`config.mk`:
```
export PLATFORM = sky130hd
export DESIGN_NAME = lut3d_blend
export DESIGN_NICKNAME = d
export VERILOG_FILES = /design/src/rtl/lut3d_pkg.sv /design/src/rtl/lut3d_blend.sv
export SDC_FILE = /design/constraint.sdc
export NUM_CORES = 2
export LEC_CHECK = 0
export BUFFER_PORTS_ARGS = -buffer_cell sky130_fd_sc_hd__buf_2
export CAP_MARGIN = 25
export CELL_PAD_IN_SITES_DETAIL_PLACEMENT = 2
export CELL_PAD_IN_SITES_GLOBAL_PLACEMENT = 2
export CORE_ASPECT_RATIO = 2
export CORE_MARGIN = 3
export CORE_UTILIZATION = 30
export DETAILED_ROUTE_END_ITERATION = 10
export PLACE_DENSITY = 0.69
export SLEW_MARGIN = 30
export SYNTH_ARGS = -nofsm -noshare
export SYNTH_HDL_FRONTEND = slang
export SYNTH_SLANG_ARGS = --single-unit
```
`constraint.sdc`:
```
create_clock -name vclk -period 17.25
set_input_delay 3.45 -clock vclk [all_inputs]
set_output_delay 3.45 -clock vclk [all_outputs]
set_load 0.03 [all_outputs]
```
`src/rtl/lut3d_pkg.sv`:
```
package lut3d_pkg;

  localparam int GRID_POINTS = 33;
  localparam int DEPTH       = GRID_POINTS * GRID_POINTS * GRID_POINTS;
  localparam int ADDR_W      = $clog2(DEPTH);
  localparam int IDX_W       = $clog2(GRID_POINTS);
  localparam int PROD_W      = 8 + IDX_W;
  localparam int ENT_W       = 24;

  typedef enum logic [2:0] {
    TET_1, TET_2, TET_3, TET_4, TET_5, TET_6
  } tet_e;

  // corner codes: bit2 red high, bit1 green high, bit0 blue high
  localparam logic [2:0] CORNER_HI = 3'd7;

  typedef struct packed {
    logic              bypass;
    logic [ENT_W-1:0]  pix;
    logic [7:0]        w1;   // weight of edge base->single
    logic [7:0]        w2;   // weight of edge single->double
    logic [7:0]        w3;   // weight of edge double->far
  } blend_ctl_t;

  typedef struct packed {
    blend_ctl_t        ctl;
    logic [IDX_W-1:0]  lo_r;
    logic [IDX_W-1:0]  lo_g;
    logic [IDX_W-1:0]  lo_b;
    logic [2:0]        cs;
    logic [2:0]        cd;
  } prep_t;

  function automatic logic [ADDR_W-1:0] corner_off(input logic [2:0] k);
    logic [ADDR_W-1:0] o;
    o = '0;
    if (k[2]) o = o + ADDR_W'(1);
    if (k[1]) o = o + ADDR_W'(GRID_POINTS);
    if (k[0]) o = o + ADDR_W'(GRID_POINTS * GRID_POINTS);
    return o;
  endfunction

endpackage

```
`src/rtl/lut3d_blend.sv`:
```
module lut3d_blend
  import lut3d_pkg::*;
(
  input  blend_ctl_t       ctl_i,
  input  logic [ENT_W-1:0] v0_i,
  input  logic [ENT_W-1:0] vs_i,
  input  logic [ENT_W-1:0] vd_i,
  input  logic [ENT_W-1:0] v7_i,
  output logic [ENT_W-1:0] pix_o
);

  logic signed [8:0]  e1 [3];
  logic signed [8:0]  e2 [3];
  logic signed [8:0]  e3 [3];
  logic signed [19:0] acc [3];
  logic signed [11:0] sh [3];
  logic signed [12:0] val [3];

  always_comb begin
    for (int ch = 0; ch < 3; ch++) begin
      e1[ch] = $signed({1'b0, vs_i[8*ch +: 8]}) - $signed({1'b0, v0_i[8*ch +: 8]});
      e2[ch] = $signed({1'b0, vd_i[8*ch +: 8]}) - $signed({1'b0, vs_i[8*ch +: 8]});
      e3[ch] = $signed({1'b0, v7_i[8*ch +: 8]}) - $signed({1'b0, vd_i[8*ch +: 8]});
      acc[ch] = 20'(e1[ch] * $signed({1'b0, ctl_i.w1}))
              + 20'(e2[ch] * $signed({1'b0, ctl_i.w2}))
              + 20'(e3[ch] * $signed({1'b0, ctl_i.w3}))
              + 20'sd128;
      sh[ch]  = 12'(acc[ch] >>> 8);   // floor
      val[ch] = 13'($signed({1'b0, v0_i[8*ch +: 8]})) + 13'(sh[ch]);
      if (ctl_i.bypass)        pix_o[8*ch +: 8] = ctl_i.pix[8*ch +: 8];
      else if (val[ch] < 0)    pix_o[8*ch +: 8] = 8'd0;
      else if (val[ch] > 255)  pix_o[8*ch +: 8] = 8'd255;
      else                     pix_o[8*ch +: 8] = val[ch][7:0];
    end
  end

endmodule

```
; ---- Yosys cells after proc, flatten, opt, wreduce, memory -nomap -nowiden
; Index checks and enable logic that the tools add are counted.
[totals]
ff_bits = 0
in_bits = 145
word_cells = 45
[classes]
addsub = 21
mul = 9
order_cmp = 6
mux = 9
[op_table]
columns = operator, count
row1 = multiplier 9 x 9 -> 18 bit, 9
row2 = subtractor 8 x 8 -> 9 bit, 9
row3 = 2-to-1 mux 8 bit, 9
row4 = adder 19 x 18 -> 20 bit, 3
row5 = adder 20 x 9 -> 20 bit (second input constant), 3
row6 = adder 18 x 18 -> 19 bit, 3
row7 = adder 9 x 12 -> 13 bit, 3
row8 = greater-than comparator 13 x 9 -> 1 bit (second input constant), 3
row9 = less-than comparator 13 x 1 -> 1 bit (second input constant), 3

; ---- Depth between registers and ports, before layout
[logic_depth]
ltp_word = 10
ltp_mapped = 42
ltp_nobuf = 42

; ---- Worst setup path after synthesis
; OpenSTA, ideal clock, no wires.
[synth_path]
path_kind = input port to output port
startpoint = input vd_i[18]
endpoint = output pix_o[22]
t_arrival_ps = 12131
path_slack_ps = 1669
stages = 37
path_cell_list = inv_1 > ha_1 > nor2b_1 > o21ai_0 > nand2b_1 > a21o_1 > a21o_1 > a21o_1 > a21oi_1 > nand2_1 > fa_1 > inv_1 > fa_1 > inv_1 > fa_1 > fa_1 > inv_1 > fa_1 > fa_1 > inv_1 > fa_1 > inv_1 > ha_1 > a21oi_1 > a21boi_2 > o2111ai_2 > nand2_1 > a21oi_1 > xnor2_1 > ha_1 > a21oi_1 > nand2_1 > a21oi_1 > nor4_1 > o31ai_1 > mux2i_1 > a221oi_1
[synth_via]
elab_chain_len = 10
word_cells_on_any_way = 13
[synth_rtl]
columns = element, line_no
row1 = "start, declared", lut3d_blend.sv:7  ; input logic [ENT_W-1:0] vd_i,
row2 = subtractor 8 x 8 -> 9 bit, lut3d_blend.sv:22  ; e2[ch] = $signed({1'b0, vd_i[8*ch +: 8]}) - $signed({1'b0, vs_i[8*ch +: 8]});
row3 = multiplier 9 x 9 -> 18 bit, lut3d_blend.sv:25  ; + 20'(e2[ch] * $signed({1'b0, ctl_i.w2}))
row4 = adder 18 x 18 -> 19 bit, lut3d_blend.sv:25
row5 = adder 19 x 18 -> 20 bit (*), lut3d_blend.sv:26  ; + 20'(e3[ch] * $signed({1'b0, ctl_i.w3}))
row6 = adder 20 x 9 -> 20 bit (*), lut3d_blend.sv:27  ; + 20'sd128;
row7 = adder 9 x 12 -> 13 bit (*), lut3d_blend.sv:29  ; val[ch] = 13'($signed({1'b0, v0_i[8*ch +: 8]})) + 13'(sh[ch]);
row8 = greater-than comparator 13 x 9 -> 1 bit, lut3d_blend.sv:32  ; else if (val[ch] > 255) pix_o[8*ch +: 8] = 8'd255;
row9 = 2-to-1 mux 8 bit, lut3d_blend.sv:32
row10 = 2-to-1 mux 8 bit (*), lut3d_blend.sv:31  ; else if (val[ch] < 0) pix_o[8*ch +: 8] = 8'd0;
row11 = 2-to-1 mux 8 bit (*), lut3d_blend.sv:30  ; if (ctl_i.bypass) pix_o[8*ch +: 8] = ctl_i.pix[8*ch +: 8];
row12 = "end, declared", lut3d_blend.sv:9  ; output logic [ENT_W-1:0] pix_o
; Every way passes the cells marked *; elsewhere a longest branch is shown, timed or not.

; ---- Worst setup path in the final report
[layout_path]
startpoint = input vd_i[9]
endpoint = output pix_o[14]
; Same word-level chain as after synthesis.

==> results.json <==
{
  "finalSetupTns_ns": 0,
  "timing_worst_setup_path_type": "in2out",
  "cp.required_ns": 13.80,
  "antenna_found_initial": 4,
  "worst_path_largest_cell_delay_ns": 0.54,
  "drt-wirelength-per-cell_um": 20.3,
  "largest_area_contributor_in_the_synthesized_netlist": "fa_1",
  "nNetsFinal": 4991,
  "nClkBuffers": 0,
  "synthCells": 3512,
  "cell_area_reported_after_detailed_placement_um2": 34700,
  "multi_input_gate_area_in_the_final_layout_um2": 27700,
  "first_global_vias": 29700,
  "synthesis.nets": 4812,
  "netlist.area_leader.share_pct": 46.8,
  "buffer_ports.inserted": 169,
  "die_outline_width_um": 236,
  "timing_worst_slew_pin_value_ns": 0.983,
  "design.die.area_um2": 110000,
  "drv_cap": 0,
  "placement_rows": 168,
  "cp_data_arrival_time_ns": 13.27,
  "yosys.cell_count.top_type": "inv_1",
  "crit_path_end_kind": "output pin",
  "holdCritPathClass": "in2out",
  "drc": 0,
  "status": "finished, final reports clean",
  "finalCriticalPeriod_ns": 16.72,
  "synth_cell_types": 69,
  "routed-via-count": 23600,
  "finalMaxSlewViolations": 0,
  "die_y_um": 467,
  "seqCellArea_um2": 0,
  "drt.antenna.violating_nets": 0,
  "grt_start_max_net_pins": 40,
  "drt-pass1-iter-count": 4,
  "ys.warnings.count": 0,
  "max_freq_mhz": 59.8,
  "timing.final.ws_setup_ns": 0.534,
  "yosys-top-cells-area": "fa_1 47%, ha_1 16%, inv_1 13%",
  "finalSetupViolCount": 0,
  "grt_pass1_wl_um": 163000,
  "fillers": 11900,
  "grt-ovfl-total": 0,
  "stdcell_area_um2": 34700,
  "core-area_um2": 105000,
  "synth_common_cells": "1,067 x inv_1, 744 x fa_1, 411 x ha_1, 300 x and2_1, 241 x nand2_1",
  "post_route_wl_um": 102000,
  "timing_hold_violations_final": 0,
  "n_antenna_cell": 0,
  "hpwlAfterDp_um": 92500,
  "slowest_stage": "fa_1",
  "numSequentialCells": 0,
  "layout-drive-gt1-share_pct": 6.97,
  "areaGrowthSynthToFinish_pct": 8.99,
  "number_of_drc_markers_after_the_initial_detailed_route_iteration": 519,
  "number_of_hold_buffers_added_after_cts": 0,
  "vias_per_cell": 4.67,
  "post_cts_repair_resize_count": 0,
  "cts_post_setup_buffers_inserted": 0,
  "initial_utilization_pct": 30.3,
  "hold_path_depth": 4,
  "boundaryPins": 169,
  "critPathMostFrequentCell": "fa_1",
  "synthesis.area_per_instance_um2": 9.07,
  "post_synthesis_sequential_area_ratio_pct": 0,
  "pre_cts_slack_ns": 0.0981,
  "place.gp.congestion": 0.805,
  "worst_slew_margin_rel_pct": 34.5,
  "worst-path-max-fanout": 8,
  "grtUsageTotal_pct": 19.0,
  "syn-cell-area_um2": 31900,
  "start_kind": "input pin",
  "fin_crit_sh_pct": 96.9
}
[layout make-up]
type | instances | share of cell area (%)
Inverter | 1068 | 11.5
Multi-Input combinational cell | 2388 | 79.7
Tap cell | 1360 | 4.90
Timing Repair Buffer | 233 | 3.82
[worst max-delay path, delay by kind of cell]
family                   cells  cell delay (ns)
adder cells (fa/ha/maj)     10             4.51
AO/OA/AOI/OAI               13             3.08
AND/OR/NAND/NOR              7             1.22
buffers and inverters        7             0.64
XOR/XNOR                     2             0.34
[metrics by stage]
step           std cells  hold slack (ns)  util [%]
2_1_floorplan       3512             7.15         -
3_3_place_gp        5049             7.27      33.0
3_5_place_dp        5049             7.28      33.0
4_1_cts             5049             7.28      33.0
5_1_grt             5049             7.30      33.0
6_report            5049             7.27      33.0
[worst paths after layout]
path	start	end	slack [ns]
setup / recovery	vd_i[9]	pix_o[14]	0.53
hold / removal	ctl_i[46]	pix_o[22]	7.27
[cells in the final DEF (no fill, tap or decap), drive strengths merged, types with 7 or more instances in the layout]
cell type  instances
nor3               8
inv             1068
xor2              52
ha               411
a22oi              8
buf              233
a21o              51
o21a               7
nand2            241
and2             300
fa               744
a221o             11
nor2              42
a221oi            11
xnor2             93
nor2b            117
a21oi             68
o21ai             51
nand2b            84
[routing by layer]
| layer | global-route usage [%] | up-vias | part of all wire, % |
|---|---|---|---|
| met5 | 0 | - | 0.013 |
| met4 | 3.55 | 2 | 2.5 |
| met3 | 0.443 | 117 | 1.1 |
| met2 | 43.9 | 275 | 65 |
| met1 | 17.6 | 12600 | 32 |
| li1 | - | 10600 | - |
[logic make-up (layout without fill, tap and decap cells)]
family / after synthesis / after routing / synth area share (%)
adders and majority gates: 1155 / 1155 / 62.9
xor gates and xnor gates: 145 / 145 / 4.01
buffers and inverters: 1124 / 1301 / 13.3
muxes: 5 / 5 / 0.157
and+or+nand+nor: 828 / 828 / 14.1
AOI/OAI and AO/OA: 255 / 255 / 5.56
Power is left out: the tool's default activity adds up to more than one toggle a clock period on the data nets, which glitch-free logic cannot reach.
