## src/rtl/lut3d_pkg.sv

```systemverilog
package lut3d_pkg;

  localparam int GRID_POINTS = 33;
  localparam int DEPTH       = GRID_POINTS * GRID_POINTS * GRID_POINTS;
  localparam int ADDR_W      = $clog2(DEPTH);
  localparam int IDX_W       = $clog2(GRID_POINTS);
  localparam int PROD_W      = 8 + IDX_W;
  localparam int ENT_W       = 24;

  typedef enum logic [2:0] {
    TET_1, TET_2, TET_3, TET_4, TET_5, TET_6
  } tet_e;

  // corner codes: bit2 red high, bit1 green high, bit0 blue high
  localparam logic [2:0] CORNER_HI = 3'd7;

  typedef struct packed {
    logic              bypass;
    logic [ENT_W-1:0]  pix;
    logic [7:0]        w1;   // weight of edge base->single
    logic [7:0]        w2;   // weight of edge single->double
    logic [7:0]        w3;   // weight of edge double->far
  } blend_ctl_t;

  typedef struct packed {
    blend_ctl_t        ctl;
    logic [IDX_W-1:0]  lo_r;
    logic [IDX_W-1:0]  lo_g;
    logic [IDX_W-1:0]  lo_b;
    logic [2:0]        cs;
    logic [2:0]        cd;
  } prep_t;

  function automatic logic [ADDR_W-1:0] corner_off(input logic [2:0] k);
    logic [ADDR_W-1:0] o;
    o = '0;
    if (k[2]) o = o + ADDR_W'(1);
    if (k[1]) o = o + ADDR_W'(GRID_POINTS);
    if (k[0]) o = o + ADDR_W'(GRID_POINTS * GRID_POINTS);
    return o;
  endfunction

endpackage

```

## src/rtl/lut3d_prep.sv

```systemverilog
module lut3d_prep
  import lut3d_pkg::*;
(
  input  logic [ENT_W-1:0] pix_i,
  input  logic             enable_i,
  output prep_t            prep_o
);

  logic [PROD_W-1:0] prod [3];
  logic [7:0]        fr, fg, fb;
  tet_e              tet;

  always_comb begin
    for (int ch = 0; ch < 3; ch++) begin
      prod[ch] = PROD_W'(pix_i[8*ch +: 8]) * PROD_W'(GRID_POINTS - 1);
    end
    // fraction is the low eight bits of each product; compare on those
    fr = prod[0][7:0];
    fg = prod[1][7:0];
    fb = prod[2][7:0];

    if (fr > fg && fg >= fb)      tet = TET_1;
    else if (fr >= fb && fb > fg) tet = TET_2;
    else if (fb >= fr && fr >= fg) tet = TET_3;
    else if (fg >= fr && fr > fb) tet = TET_4;
    else if (fg > fb && fb >= fr) tet = TET_5;
    else                          tet = TET_6;

    prep_o.ctl.bypass = !enable_i;
    prep_o.ctl.pix    = pix_i;
    prep_o.lo_r       = prod[0][PROD_W-1:8];
    prep_o.lo_g       = prod[1][PROD_W-1:8];
    prep_o.lo_b       = prod[2][PROD_W-1:8];

    unique case (tet)
      TET_1: begin
        prep_o.cs = 3'd4; prep_o.cd = 3'd6;
        prep_o.ctl.w1 = fr; prep_o.ctl.w2 = fg; prep_o.ctl.w3 = fb;
      end
      TET_2: begin
        prep_o.cs = 3'd4; prep_o.cd = 3'd5;
        prep_o.ctl.w1 = fr; prep_o.ctl.w2 = fb; prep_o.ctl.w3 = fg;
      end
      TET_3: begin
        prep_o.cs = 3'd1; prep_o.cd = 3'd5;
        prep_o.ctl.w1 = fb; prep_o.ctl.w2 = fr; prep_o.ctl.w3 = fg;
      end
      TET_4: begin
        prep_o.cs = 3'd2; prep_o.cd = 3'd6;
        prep_o.ctl.w1 = fg; prep_o.ctl.w2 = fr; prep_o.ctl.w3 = fb;
      end
      TET_5: begin
        prep_o.cs = 3'd2; prep_o.cd = 3'd3;
        prep_o.ctl.w1 = fg; prep_o.ctl.w2 = fb; prep_o.ctl.w3 = fr;
      end
      default: begin
        prep_o.cs = 3'd1; prep_o.cd = 3'd3;
        prep_o.ctl.w1 = fb; prep_o.ctl.w2 = fg; prep_o.ctl.w3 = fr;
      end
    endcase
  end

endmodule

```

## config.mk

```make
export PLATFORM = sky130hd
export DESIGN_NAME = lut3d_prep
export DESIGN_NICKNAME = d
export VERILOG_FILES = /design/src/rtl/lut3d_pkg.sv /design/src/rtl/lut3d_prep.sv
export SDC_FILE = /design/constraint.sdc
export NUM_CORES = 1
export LEC_CHECK = 0
export ABC_AREA = 1
export BUFFER_PORTS_ARGS = -buffer_cell sky130_fd_sc_hd__buf_2
export CAP_MARGIN = 20
export CORE_ASPECT_RATIO = 0.6
export CORE_UTILIZATION = 29
export DETAILED_ROUTE_END_ITERATION = 10
export PLACE_DENSITY = 0.67
export SYNTH_ARGS = -nofsm -noshare
export SYNTH_HDL_FRONTEND = slang
export SYNTH_SLANG_ARGS = --single-unit
export TNS_END_PERCENT = 1
```

## constraint.sdc

```tcl
create_clock -name vclk -period 2.65
set_clock_uncertainty 0.1 [all_clocks]
set_input_delay 0.6625 -clock vclk [all_inputs]
set_output_delay 0.6625 -clock vclk [all_outputs]
set_load 0.1 [all_outputs]
```

# Word-level counts from Yosys, hierarchy flattened
# Cells that the tools add are included.
[totals]
reg_bits = 0
latchBits = 0
ram_bits = 0
mem_bits_ro = 0
inputBits = 25
word_cells = 27
n_memories = 0
[op_classes]
addsub = 0
n_mul = 0
div_mod_pow = 0
order_cmp = 9
n_eq_ne = 4
shifts = 0
muxes = 7
n_bitwise = 0
reduce_logical = 7
[ops]
columns = ["cell", "n"]
rows = [
  ["24-bit one-hot mux with 5 select lines", 1],
  ["8-bit >= comparator", 5],
  ["8-bit > comparator", 4],
  ["6-bit one-hot mux with 5 select lines", 1],
  ["3-bit two-way mux", 4],
  ["3-bit by 2-bit equality test with 1-bit output (second input constant)", 2],
  ["1-bit logical AND", 5],
  ["3-bit by 1-bit equality test with 1-bit output (second input constant)", 1],
  ["3-bit equality test (second input constant)", 1],
  ["3-bit logical NOT", 1],
  ["1-bit logical NOT", 1],
  ["1-bit two-way mux", 1],
]

# Depth between registers and ports, before layout
[logic_depth]
word_depth = 9
mapped_depth = 14

# Worst setup path before layout
# Ideal clock, no wire load.
[synth_path]
path_kind = "input port to output port"
start = "input port pix_i[2]"
end = "output port prep_o[1] (netlist name)"
t_arrival_ns = 3.217
setup_slack_ns = -1.329
stages = 9
n_path_buf = 0
path_cell_list = "inv_1 > ha_1 > a21oi_2 > nand2_1 > inv_1 > nand2_4 > nand2_8 > nor2_8 > a21oi_1"
[synth_lines]
columns = ["element", "line", "rtl"]
rows = [
  ["from (decl)", "lut3d_prep.sv:4", "input logic [ENT_W-1:0] pix_i,"],
  ["to (decl)", "lut3d_prep.sv:6", "output prep_t prep_o"],
]

==> parameters.txt <==
Parameter                              Value

Floorplanning
  Core Footprint ... ~0.0034 mm^2
  Starting density of the core ... about a third
  Full die area ... ~0.0041 mm^2
  Number of core rows ... 16
  I/O pin count ... slightly below 100
  Vert. Die Dim ... 49.9 um
  Horizontal extent of the die ... approximately 82 um

STA
  Hold violation count in the final report ... 0
  RSZ-0062 raised after global routing ... true
  Setup TNS ... -7290 ps
  Worst-case setup margin in the final layout ... -538 ps
  Tmin final ... 3190 ps
  Period Utilization, post-route ... 120%
  Post-Route Hold Slack ... 1230 ps
  Max-slew violations ... 0
  Final setup violation count ... 15
  FMAX ... 314 MHz

Setup path
  Max incr delay on CP ... around 260 ps
  Number of buffer and inverter stages on the critical path ... 5
  Ordered cell list for the critical path ... buf_6, buf_6, ha_4, a21oi_4, nand2_2, inv_2, nand2_4, nand2_8, inv_4, nor2_8, nand2_4, nand2_8, nand2_4, nand2_4, buf_12
  Arrival time at the worst endpoint ... 2430 ps
  Data required time at the worst endpoint ... 1890 ps
  Critical Path Source Type ... input pin
  Worst Setup SP ... pix_i[18]
  Slowest cell on the critical path ... ha_4
  Cell with the most instances on the worst path ... nand2_4
  Largest delay contributor family on the critical path ... simple AND/OR/NAND/NOR gates
  Critical path type ... input pin to output pin
  Endpoint type of the worst setup path ... output pin
  Endpoint of the most critical setup path ... prep_o[47]
  Biggest fanout along the worst timing path ... 7
  Instance count on the critical path ... 15

Global routing
  GRT met1 Usage ... roughly 20%
  GRT Overall Usage ... between 15 and 20%
  Overflow left after global routing ... 0
  Met2 layer usage reported by global route ... 28.0%
  Wire length of the first global-routing pass ... approximately 5000 um
  Met3 track utilization from global routing ... 1.30%
  Via count of the first global-routing pass ... around 1,100
  Pin count of the biggest net entering global routing ... 8
  Most heavily used metal layer in global routing ... met2
  Number of antenna violations at the first check in global routing ... 0

Yosys
  Post-synthesis compound-gate area fraction ... ~2.5%
  Adder-cell share of the synthesized area ... between 10 and 15%
  Combinational family with the most area after synthesis ... buffers and inverters
  Simple-Gate Fraction of Synth Area ... between 40 and 50%
  Unique cell type count in the Yosys netlist ... 16
  Share of synthesized area spent on multiplexers ... 0%
  Sequential-to-total area share from yosys stat ... 0%
  Synthesized area per cell ... about 6.2 um^2
  YS warnings ... 0
  XOR/XNOR share of the synthesized area ... 0%
  Syn Inst Count ... 178
  Area of the mapped netlist ... roughly 0.0011 mm^2

Cells and area
  Number of sequential cells in the layout ... 0
  Final design utilization ... roughly 56%
  Clock buffer instance count of the final layout ... 0
  Post-layout instance count excluding filler cells ... roughly 260
  Nets ... around 250
  Register area ... 0 um^2
  Area Overhead vs Synth ... 72.6%
  Ant. Diodes ... 0
  Fraction of layout instances using a drive strength above 1 ... approximately 67%

Power
  Clk network pwr share ... 0%
  Largest vdd supply drop ... 0.000562 V
  Power density normalized to cell area ... around 790 mW/mm^2
  Relative contribution of sequential cells to total power ... 0%
  Internal power ... 0.500 mW
  Switching portion of total power ... roughly two thirds
  Switching component of the power ... about 1 mW
  Portion of total power attributed to combinational logic ... 100.0%
  Leak ... 0.994 nW

Detailed routing
  Routed wire length ... about 3600 um
  Post-detailed-route wirelength per cell ... 13.9 um
  Vias per cell ... approximately 4.4
  DRC ... 0
  TritonRoute pass-1 iters ... 4
  DRT antenna net count ... 0
  Drt first-iter violations ... 94
  Number of vias after detailed routing ... approximately 1,100

Status
  Violations in the final reports ... setup timing
  Status ... complete, but fails checks

Place
  Final estimated routing congestion in global placement ... 0.885
  Cell total after placement ... 246
  Number of buffers added on ports ... 35
  Estimated wirelength of the detail-placed design ... approximately 2400 um

Min path
  Worst min path class ... input pin to output pin
  Number of cells on the worst hold path ... 0

Flow run
  Max-cap violations ... 0
==> kinds of logic (layout without fill, tap and decap cells) <==
group / after synthesis / after routing
adder cells (fa/ha/maj): 9 / 9
buffers and inverters: 78 / 95
AND/OR/NAND/NOR: 86 / 86
other: 1 / 18
AO/OA/AOI/OAI: 4 / 4
==> synthesized netlist by cell type (all sizes together) <==
master / instances / area, um^2
nand4: 7 / 43.8
buf: 57 / 428
conb: 1 / 3.75
nand2: 51 / 248
inv: 21 / 78.8
nor2: 11 / 81.3
a21oi: 4 / 27.5
ha: 9 / 113
nand3: 17 / 85.1
==> how the worst min path moves through the flow <==
stage | start | to | slack (ps)
CTS | pix_i[13] | prep_o[14] | 1230
finish | pix_i[12] | prep_o[13] | 1230
floorplan | pix_i[23] | prep_o[10] | 1440
detailed placement | pix_i[13] | prep_o[14] | 1230
global placement | pix_i[13] | prep_o[14] | 1230
global route | pix_i[12] | prep_o[13] | 1230
==> cell usage in the layout, fill, tap and decap left out, types with 3 or more instances in the layout <==
cell | netlist | routed
nor2_1 | 8 | 3
inv_1 | 18 | 9
conb_1 | 1 | 18
nor2_2 | 0 | 4
nand3_1 | 17 | 8
ha_4 | 0 | 6
nand2_4 | 3 | 17
buf_6 | 0 | 5
buf_2 | 0 | 16
nand4_1 | 7 | 7
nand2_8 | 1 | 4
buf_12 | 0 | 16
a21oi_4 | 0 | 4
nand3_2 | 0 | 5
nand2_1 | 40 | 21
ha_1 | 9 | 3
nand3_4 | 0 | 4
inv_2 | 3 | 10
buf_4 | 57 | 36
nand2_2 | 7 | 9
==> layout make-up <==
cell class | instances | area (um^2)
Multi-Input combinational cell | 117 | 1030
Timing Repair Buffer | 74 | 742
Fill cell | 292 | 1530
Tap cell | 45 | 56.3
Inverter | 21 | 85.1
==> per-layer routing <==
metal | routed length (um) | up-vias
met5 | 0 | -
met4 | 68 | 0
met3 | 215 | 8
met2 | 1870 | 57
met1 | 1410 | 512
li1 | - | 557
==> power by group through the flow <==
stage / clock, mW / combinational (mW) / sequential, mW
4_1_cts: 0 / 1.40 / 0
3_5_place_dp: 0 / 1.31 / 0
5_1_grt: 0 / 1.56 / 0
2_1_floorplan: 0 / 1.12 / 0
3_3_place_gp: 0 / 1.30 / 0
6_report: 0 / 1.51 / 0
==> through the flow <==
step	total power [mW]	setup WS, ps	instance area (um^2)
after floorplan	1.12	-733	1250
after global placement	1.30	-534	1490
after detailed placement	1.31	-558	1490
after CTS	1.40	-494	1680
after global routing	1.56	-606	1910
final	1.51	-538	1910
==> what timing repair did <==
item                       4_1_cts  5_1_grt
setup endpoints to repair       15       15
hold endpoints to repair         0        0
gates cloned                     0        0
pin swaps                       18       28
setup buffers                    7        4
hold buffers                     0        0
resized for setup               28       47
Note: power is estimated with default switching activity, not from simulation.
